File: src/rtl/cidt_pkg.sv
// cidt_pkg: shared types and constants for the can identifier dispatch table
// holds the classified item struct passed from the front stage to the table stage
// no dependencies
package cidt_pkg;

   localparam int unsigned ID_W      = 11;
   localparam int unsigned TAG_W     = 8;
   localparam int unsigned LEN_W     = 4;
   localparam int unsigned DATA_W    = 32;
   localparam int unsigned STATUS_W  = 3;
   localparam int unsigned SLOT_OUT_W = 3;

   localparam logic [LEN_W-1:0] LEN_MAX = 4'd8;
   localparam int unsigned EXT_BIT_POS = 2;
   localparam int unsigned RTR_BIT_POS = 1;
   localparam int unsigned ID_LSB      = 21;

   localparam logic KIND_REGISTER = 1'b0;
   localparam logic KIND_FRAME    = 1'b1;

   localparam logic [STATUS_W-1:0] ST_ADDED    = 3'd0;
   localparam logic [STATUS_W-1:0] ST_REPLACED = 3'd1;
   localparam logic [STATUS_W-1:0] ST_FULL     = 3'd2;
   localparam logic [STATUS_W-1:0] ST_NULL     = 3'd3;
   localparam logic [STATUS_W-1:0] ST_DISCARD  = 3'd4;
   localparam logic [STATUS_W-1:0] ST_DISPATCH = 3'd5;
   localparam logic [STATUS_W-1:0] ST_NONE     = 3'd6;

   // one classified item on its way to the table
   typedef struct packed {
      logic              kind;
      logic              null_tag;
      logic              discard;
      logic [ID_W-1:0]   ident;
      logic [TAG_W-1:0]  tag;
      logic [LEN_W-1:0]  len;
      logic [DATA_W-1:0] data_low;
      logic [DATA_W-1:0] data_high;
   } item_type;

endpackage

File: src/rtl/can_id_dispatch_table.sv
// can_id_dispatch_table: top level of the standard can identifier dispatch table
// instantiates cidt_front, cidt_queue and cidt_back; depends on cidt_pkg
//
//   channel   | ports                        | handshake
//   ----------+------------------------------+------------------------------------
//   request   | start, busy, req_*           | transfer when start high, busy low
//   response  | rsp_valid, rsp_*             | one-cycle strobe, cannot be held off
//
// the response is registered in turn in the front register, the queue entry and then,
// through the table compare at the queue head, the result register, from which it
// sits on the rsp_ ports; a new item can be taken every cycle while busy is low
// the table compare and update are done as the item leaves the queue head, so items
// never wait on the table; busy only rises if the queue is full with the front
// register loaded
// reset is synchronous and clears slot valid marks, queue and strobes
module can_id_dispatch_table import cidt_pkg::*; #(
   parameter int unsigned SLOTS = 8
) (
   input  logic                  clock,
   input  logic                  reset,
   // request channel
   input  logic                  start,
   output logic                  busy,
   input  logic                  req_kind,
   input  logic [ID_W-1:0]       req_reg_id,
   input  logic [TAG_W-1:0]      req_handler_tag,
   input  logic [31:0]           req_id_word,
   input  logic [LEN_W-1:0]      req_len_word,
   input  logic [DATA_W-1:0]     req_data_low,
   input  logic [DATA_W-1:0]     req_data_high,
   // response channel
   output logic                  rsp_valid,
   output logic [STATUS_W-1:0]   rsp_status,
   output logic [SLOT_OUT_W-1:0] rsp_slot,
   output logic [TAG_W-1:0]      rsp_handler_out,
   output logic [ID_W-1:0]       rsp_frame_id,
   output logic [LEN_W-1:0]      rsp_frame_len,
   output logic [DATA_W-1:0]     rsp_data_out_low,
   output logic [DATA_W-1:0]     rsp_data_out_high
);

   // front to queue
   logic     push;
   item_type push_item;
   logic     queue_full;

   // queue to table stage
   logic     pop;
   logic     queue_empty;
   item_type head;

   // front: classify kind, null tag, extended/remote discard, extract id, clamp length
   cidt_front u_front (
      .clock           (clock),
      .reset           (reset),
      .start           (start),
      .busy            (busy),
      .req_kind        (req_kind),
      .req_reg_id      (req_reg_id),
      .req_handler_tag (req_handler_tag),
      .req_id_word     (req_id_word),
      .req_len_word    (req_len_word),
      .req_data_low    (req_data_low),
      .req_data_high   (req_data_high),
      .push            (push),
      .push_item       (push_item),
      .queue_full      (queue_full)
   );

   // short fifo decoupling the front from the table stage
   cidt_queue u_queue (
      .clock     (clock),
      .reset     (reset),
      .push      (push),
      .push_item (push_item),
      .full      (queue_full),
      .pop       (pop),
      .empty     (queue_empty),
      .head      (head)
   );

   // table stage: parallel compare, first-match pick, update and response register
   cidt_back #(
      .SLOTS (SLOTS)
   ) u_back (
      .clock             (clock),
      .reset             (reset),
      .empty             (queue_empty),
      .head              (head),
      .pop               (pop),
      .rsp_valid         (rsp_valid),
      .rsp_status        (rsp_status),
      .rsp_slot          (rsp_slot),
      .rsp_handler_out   (rsp_handler_out),
      .rsp_frame_id      (rsp_frame_id),
      .rsp_frame_len     (rsp_frame_len),
      .rsp_data_out_low  (rsp_data_out_low),
      .rsp_data_out_high (rsp_data_out_high)
   );

endmodule

File: src/rtl/cidt_front.sv
// cidt_front: accepts request transfers, classifies them and holds one item
// depends on cidt_pkg
module cidt_front import cidt_pkg::*; (
   input  logic              clock,
   input  logic              reset,
   input  logic              start,
   output logic              busy,
   input  logic              req_kind,
   input  logic [ID_W-1:0]   req_reg_id,
   input  logic [TAG_W-1:0]  req_handler_tag,
   input  logic [31:0]       req_id_word,
   input  logic [LEN_W-1:0]  req_len_word,
   input  logic [DATA_W-1:0] req_data_low,
   input  logic [DATA_W-1:0] req_data_high,
   output logic              push,
   output item_type          push_item,
   input  logic              queue_full
);

   logic     valid_ff, valid_in;
   item_type item_ff, item_in;
   logic     accept;

   assign push   = valid_ff && !queue_full;
   assign busy   = valid_ff && queue_full;
   assign accept = start && !busy;

   always_comb begin
      item_in.kind      = req_kind;
      item_in.null_tag  = (req_handler_tag == '0);
      item_in.discard   = req_id_word[EXT_BIT_POS] || req_id_word[RTR_BIT_POS];
      item_in.tag       = req_handler_tag;
      item_in.data_low  = req_data_low;
      item_in.data_high = req_data_high;
      item_in.len       = (req_len_word > LEN_MAX) ? LEN_MAX : req_len_word;
      if (req_kind == KIND_FRAME) begin
         item_in.ident = req_id_word[ID_LSB +: ID_W];
      end else begin
         item_in.ident = req_reg_id;
      end
   end

   always_comb begin
      if (accept) begin
         valid_in = 1'b1;
      end else if (push) begin
         valid_in = 1'b0;
      end else begin
         valid_in = valid_ff;
      end
   end

   always_ff @(posedge clock) begin
      if (reset) begin
         valid_ff <= 1'b0;
      end else begin
         valid_ff <= valid_in;
      end
   end

   always_ff @(posedge clock) begin
      if (accept) begin
         item_ff <= item_in;
      end
   end

   assign push_item = item_ff;

endmodule

File: src/rtl/cidt_queue.sv
// cidt_queue: two-entry fifo of classified items between front and table stage
// depends on cidt_pkg
module cidt_queue import cidt_pkg::*; (
   input  logic     clock,
   input  logic     reset,
   input  logic     push,
   input  item_type push_item,
   output logic     full,
   input  logic     pop,
   output logic     empty,
   output item_type head
);

   item_type   entry_ff [2];
   logic       wr_ptr_ff, wr_ptr_in;
   logic       rd_ptr_ff, rd_ptr_in;
   logic [1:0] count_ff, count_in;
   logic       do_push, do_pop;

   assign full    = (count_ff == 2'd2);
   assign empty   = (count_ff == 2'd0);
   assign do_push = push && !full;
   assign do_pop  = pop && !empty;
   assign head    = entry_ff[rd_ptr_ff];

   always_comb begin
      wr_ptr_in = do_push ? ~wr_ptr_ff : wr_ptr_ff;
      rd_ptr_in = do_pop ? ~rd_ptr_ff : rd_ptr_ff;
      count_in  = count_ff + {1'b0, do_push} - {1'b0, do_pop};
   end

   always_ff @(posedge clock) begin
      if (reset) begin
         wr_ptr_ff <= 1'b0;
         rd_ptr_ff <= 1'b0;
         count_ff  <= 2'd0;
      end else begin
         wr_ptr_ff <= wr_ptr_in;
         rd_ptr_ff <= rd_ptr_in;
         count_ff  <= count_in;
      end
   end

   always_ff @(posedge clock) begin
      if (do_push) begin
         entry_ff[wr_ptr_ff] <= push_item;
      end
   end

endmodule

File: src/rtl/cidt_back.sv
// cidt_back: slot table, identifier match, registration update and result register
// depends on cidt_pkg
module cidt_back import cidt_pkg::*; #(
   parameter int unsigned SLOTS = 8
) (
   input  logic                  clock,
   input  logic                  reset,
   input  logic                  empty,
   input  item_type              head,
   output logic                  pop,
   output logic                  rsp_valid,
   output logic [STATUS_W-1:0]   rsp_status,
   output logic [SLOT_OUT_W-1:0] rsp_slot,
   output logic [TAG_W-1:0]      rsp_handler_out,
   output logic [ID_W-1:0]       rsp_frame_id,
   output logic [LEN_W-1:0]      rsp_frame_len,
   output logic [DATA_W-1:0]     rsp_data_out_low,
   output logic [DATA_W-1:0]     rsp_data_out_high
);

   localparam int unsigned SLOT_W = (SLOTS > 1) ? $clog2(SLOTS) : 1;

   logic [SLOTS-1:0] valid_ff, valid_in;
   logic [ID_W-1:0]  ident_ff   [SLOTS];
   logic [TAG_W-1:0] handler_ff [SLOTS];

   logic              match_any, free_any;
   logic [SLOT_W-1:0] match_idx, free_idx;
   logic              wr_replace, wr_add;

   logic                  out_valid_ff;
   logic [STATUS_W-1:0]   status_ff, status_in;
   logic [SLOT_OUT_W-1:0] slot_ff, slot_in;
   logic [TAG_W-1:0]      handler_out_ff, handler_out_in;
   logic [ID_W-1:0]       frame_id_ff, frame_id_in;
   logic [LEN_W-1:0]      frame_len_ff, frame_len_in;
   logic [DATA_W-1:0]     dlo_ff, dlo_in, dhi_ff, dhi_in;

   assign pop = !empty;

   // lowest valid slot with the same identifier, lowest empty slot
   always_comb begin
      match_any = 1'b0;
      free_any  = 1'b0;
      match_idx = '0;
      free_idx  = '0;
      for (int i = SLOTS - 1; i >= 0; i--) begin
         if (valid_ff[i] && (ident_ff[i] == head.ident)) begin
            match_any = 1'b1;
            match_idx = SLOT_W'(i);
         end
         if (!valid_ff[i]) begin
            free_any = 1'b1;
            free_idx = SLOT_W'(i);
         end
      end
   end

   always_comb begin
      wr_replace     = 1'b0;
      wr_add         = 1'b0;
      status_in      = ST_NULL;
      slot_in        = '0;
      handler_out_in = '0;
      frame_id_in    = '0;
      frame_len_in   = '0;
      dlo_in         = '0;
      dhi_in         = '0;
      if (head.kind == KIND_REGISTER) begin
         if (head.null_tag) begin
            status_in = ST_NULL;
         end else if (match_any) begin
            wr_replace = pop;
            status_in  = ST_REPLACED;
            slot_in    = SLOT_OUT_W'(match_idx);
         end else if (free_any) begin
            wr_add    = pop;
            status_in = ST_ADDED;
            slot_in   = SLOT_OUT_W'(free_idx);
         end else begin
            status_in = ST_FULL;
         end
      end else if (head.discard) begin
         status_in = ST_DISCARD;
      end else begin
         frame_id_in  = head.ident;
         frame_len_in = head.len;
         dlo_in       = head.data_low;
         dhi_in       = head.data_high;
         if (match_any) begin
            status_in      = ST_DISPATCH;
            slot_in        = SLOT_OUT_W'(match_idx);
            handler_out_in = handler_ff[match_idx];
         end else begin
            status_in = ST_NONE;
         end
      end
   end

   always_comb begin
      valid_in = valid_ff;
      if (wr_add) begin
         valid_in[free_idx] = 1'b1;
      end
   end

   always_ff @(posedge clock) begin
      if (reset) begin
         valid_ff     <= '0;
         out_valid_ff <= 1'b0;
      end else begin
         valid_ff     <= valid_in;
         out_valid_ff <= pop;
      end
   end

   always_ff @(posedge clock) begin
      if (wr_add) begin
         ident_ff[free_idx]   <= head.ident;
         handler_ff[free_idx] <= head.tag;
      end else if (wr_replace) begin
         handler_ff[match_idx] <= head.tag;
      end
   end

   always_ff @(posedge clock) begin
      status_ff      <= status_in;
      slot_ff        <= slot_in;
      handler_out_ff <= handler_out_in;
      frame_id_ff    <= frame_id_in;
      frame_len_ff   <= frame_len_in;
      dlo_ff         <= dlo_in;
      dhi_ff         <= dhi_in;
   end

   assign rsp_valid         = out_valid_ff;
   assign rsp_status        = status_ff;
   assign rsp_slot          = slot_ff;
   assign rsp_handler_out   = handler_out_ff;
   assign rsp_frame_id      = frame_id_ff;
   assign rsp_frame_len     = frame_len_ff;
   assign rsp_data_out_low  = dlo_ff;
   assign rsp_data_out_high = dhi_ff;

endmodule

File: config.mk
export PLATFORM = sky130hd
export DESIGN_NAME = can_id_dispatch_table
export DESIGN_NICKNAME = d
export VERILOG_FILES = /design/src/rtl/cidt_pkg.sv /design/src/rtl/can_id_dispatch_table.sv /design/src/rtl/cidt_front.sv /design/src/rtl/cidt_queue.sv /design/src/rtl/cidt_back.sv
export SDC_FILE = /design/constraint.sdc
export NUM_CORES = 1
export LEC_CHECK = 0
export ABC_AREA = 0
export BUFFER_PORTS_ARGS = -buffer_cell sky130_fd_sc_hd__buf_2
export CORE_MARGIN = 2
export CORE_UTILIZATION = 58
export CTS_CLUSTER_DIAMETER = 80
export DETAILED_ROUTE_END_ITERATION = 10
export PLACE_DENSITY = 0.85
export SLEW_MARGIN = 20
export SYNTH_ARGS = -nofsm -noshare
export SYNTH_HDL_FRONTEND = slang
export SYNTH_SLANG_ARGS = --single-unit
export TNS_END_PERCENT = 30
File: constraint.sdc
create_clock -name clock -period 7.06 [get_ports clock]
set_clock_uncertainty 0.2 [all_clocks]
set_input_delay 0.353 -clock clock [delete_from_list [all_inputs] [get_ports clock]]
set_output_delay 0.353 -clock clock [all_outputs]
set_load 0.05 [all_outputs]
==> reports/metrics.yaml <==
outcome:
  outcome: "finished, final reports clean"
routing:
  wire_per_inst_um: 22.22
  dr.pass1.iters: 5
  vias: 11010
  drc: 0
  wl_um: 42840
  ant_nets: 0
  dr.first_iter.drc_count: 1002
  vias_per_cell: 5.708
min_path:
  hold_path_class: "input pin to flip-flop"
synthesis:
  synthFlopType: "edfxtp_1"
  synth_nets: 1243
  yosysTopAreaCell: "edfxtp_1"
  avgSynthCellArea_sq_um: 16.94
  netlist_area_sq_mm: 0.01898
  synth-async-reset-ratio: 0
  synth_edf_count: 422
  synth-adder-area-share: 0
  synth_xor_xnor_area_share: 0.04153
  netlist_instances: 1120
  synth_area_leaders: "edfxtp_1 67%, dfxtp_1 11%, mux2i_1 4.5%, xnor2_1 4.0%, nor2_1 2.4%"
  ys_seq_area_frac: 0.7816
  yosysWarnings: 0
  synth.area.mux_share: 0.07035
  ys_seq_elements: 530
  ys_types: 52
  yosys.area_share.simple: 0.06837
  synth_top_area_frac: 0.6677
  synth_compound_area_frac: 0.02677
  synth_top_family_by_area: "multiplexers"
pwr:
  p_per_area_mw_per_mm2: 288.6
  peakVddDrop_mv: 0.2652
  p_leak_nw: 8.187
  power_mw: 6.702
floorplan:
  ios: 218
  core_sq_mm: 0.03237
  die_h_um: 184.9
  die_x_um: 184.9
  initial_utilization: 0.5863
  std_cell_rows: 66
  die_area_sq_mm: 0.03418
clocking:
  htreeDepth: 2
  clkLatencyLatePin_ns: 0.57
  cts_resized: 0
  post_cts_buffers: 0
  clockBufferDepth: 3
  cts-root-buf: "clkbuf_16"
  cts_tree: "done"
  cts.sinks: 530
  clkTransAtPathRegs_ns: 0.06
  ctsHoldBuffers: 103
  cts-buffers-inserted: 49
setup_path:
  critPathMaxStageDelay_ns: 0.89
  cp_slowest_cell: "a21oi_1"
  critPathMaxFanout: 27
  cp-start-kind: "flip-flop"
  path_class: "flip-flop to flip-flop"
  cp_data_arrival_time_ns: 5.28
  critPathBufInv: 0
  path_delay_family: "simple AND/OR/NAND/NOR gates"
  endpoint_kind: "flip-flop"
  critPathRequiredTime_ns: 7.02
  crit_chain: "mux2i_4 -> xnor2_1 -> nor4_1 -> nand4_1 -> nand4_1 -> nor3_1 -> nand3_1 -> a21oi_1"
  cpMostUsedCell: "nand4_1"
finish:
  final_util: 0.7173
  drive_above_1_share: 0.2288
  stdcell_count: 1928
  antenna_cells: 0
  fillers: 1889
  regArea_sq_mm: 0.01484
  fin_nets: 1570
  syn2layout_area_growth_pct: 22.34
  multiInputGateArea_sq_mm: 0.004008
global_routing:
  antenna_found_initial: 1
  grt_overflow: 0
  grt_max_degree: 85
  grt_pass1_vias: 11360
  grt_pass1_wl_um: 64940
  grt_usage: 0.2545
place:
  place.gp.congestion: 0.8694
  place_worst_setup_slack_ns: 1.828
  detailed_place_hpwl_um: 23610
  dpl.cell_count: 1735
  io_buffer_count: 198
timing:
  maxSlewViolCount: 0
  timing.final.crit_share: 0.7530
  rsz0062_at_grt: "false"
  worst_slew_pin_slew_ns: 1.090
  finalWorstSetupSlack_ns: 1.744
  hold_violations: 0
  clock.fmax_mhz: 188.1
  setup_tns_ns: 0
  post-route-min-period_ns: 5.316
  slew-limit-headroom: 0.2706
  finalSetupViolCount: 0
flow_run:
  drv_cap: 0
stage by stage:
step / instance area, sq um / hold WS [ns]
2_1_floorplan: 18980 / 0.2215
3_3_place_gp: 20460 / 0.2218
3_5_place_dp: 20480 / 0.2290
4_1_cts: 23200 / 0.04019
5_1_grt: 23220 / 0.05914
6_report: 23220 / 0.07950
worst register-to-register path, cell delays in order, from the launching register on:
cell and delay (ns):
dfxtp_4 0.81, mux2i_4 0.78, xnor2_1 0.25, nor4_1 0.11, nand4_1 0.42, nand4_1 0.41
nor3_1 0.78, nand3_1 0.27, a21oi_1 0.89
synthesized netlist by cell type, drive strengths merged, types with 3 or more instances:
| library cell | instances |
|---|---|
| dfxtp | 108 |
| inv | 16 |
| o211ai | 3 |
| and4 | 3 |
| a21oi | 11 |
| mux2i | 96 |
| or4 | 3 |
| nor2b | 6 |
| nand4 | 12 |
| nand2 | 19 |
| buf | 11 |
| clkbuf | 21 |
| a41oi | 4 |
| and2 | 3 |
| nor2 | 123 |
| o311ai | 8 |
| a21boi | 9 |
| nand3 | 16 |
| o21ai | 13 |
| xnor2 | 87 |
| mux2 | 21 |
| a221oi | 8 |
| and3 | 11 |
| nor4b | 4 |
| nor3 | 20 |
| nand2b | 3 |
| xor2 | 3 |
| nor4 | 39 |
| edfxtp | 422 |
area by class of cell:
cell class | count | area share
timing repair buffer | 308 | 0.08935
sequential | 530 | 0.6391
multi-input combinational | 542 | 0.1726
clock inverter | 31 | 0.01730
inverter | 16 | 0.002587
tap | 442 | 0.02382
clock buffer | 59 | 0.05529
placed cells by master, fill, tap and decap left out, types with 13 or more instances in the layout:
cell type | netlist | routed
edfxtp_1 | 422 | 422
nor3_1 | 20 | 13
dlygate4sd3_1 | 0 | 103
mux2_2 | 21 | 21
nand2_1 | 19 | 19
nor4_1 | 37 | 36
xnor2_1 | 87 | 87
nand3_1 | 15 | 15
mux2i_1 | 85 | 85
nor2_1 | 123 | 122
clkinv_2 | 0 | 13
dfxtp_1 | 108 | 107
inv_1 | 16 | 16
buf_2 | 4 | 198
clkbuf_16 | 0 | 49
sequential cells by signal (all words and copies together), names as in the netlist, named ones only:
register	cells
u_back.rsp_frame_id	11
u_queue.entry_ff	180
u_queue.count_ff	2
u_back.handler_ff	64
u_back.rsp_handler_out	8
u_back.rsp_frame_len	4
u_back.rsp_data_out_low	32
u_back.rsp_data_out_high	32
u_queue.rd_ptr_ff	1
u_back.rsp_slot	3
u_back.rsp_status	3
u_front.valid_ff	1
u_back.rsp_valid	1
u_back.valid_ff	8
u_back.ident_ff	88
u_queue.wr_ptr_ff	1
u_front.push_item	90
report_power, final:
group | internal (mW) | total [mW] | switching (mW)
clock | 1.60 | 2.74 | 1.14
combinational | 0.151 | 0.431 | 0.280
sequential | 3.48 | 3.53 | 0.0490
metal layers:
layer,global-route usage,wire [um]
met1,0.3190,16250
met2,0.4473,21990
met3,0.04719,3243
met4,0.08730,1348
met5,0,11
worst paths after layout:
path	start	end	slack (ns)	cells past startpoint
max	flip-flop	u_back.ident_ff[5][1]$_DFFE_PP_	1.74	8
max reg2reg	flip-flop	u_back.ident_ff[5][1]$_DFFE_PP_	1.74	8
min reg2reg	u_front.push_item[38]$_DFFE_PP_	u_queue.entry_ff[0][38]$_DFFE_PP_	0.24	0
min	req_kind	u_front.push_item[89]$_DFFE_PP_	0.08	1
cell families (layout without fill, tap and decap cells):
group,Yosys count,in the layout
mux,117,117
xor+xnor,90,90
buf+inv,48,414
flops,530,530
simple gates,265,265
compound gates,70,70
(Power assumes the default switching activity.)
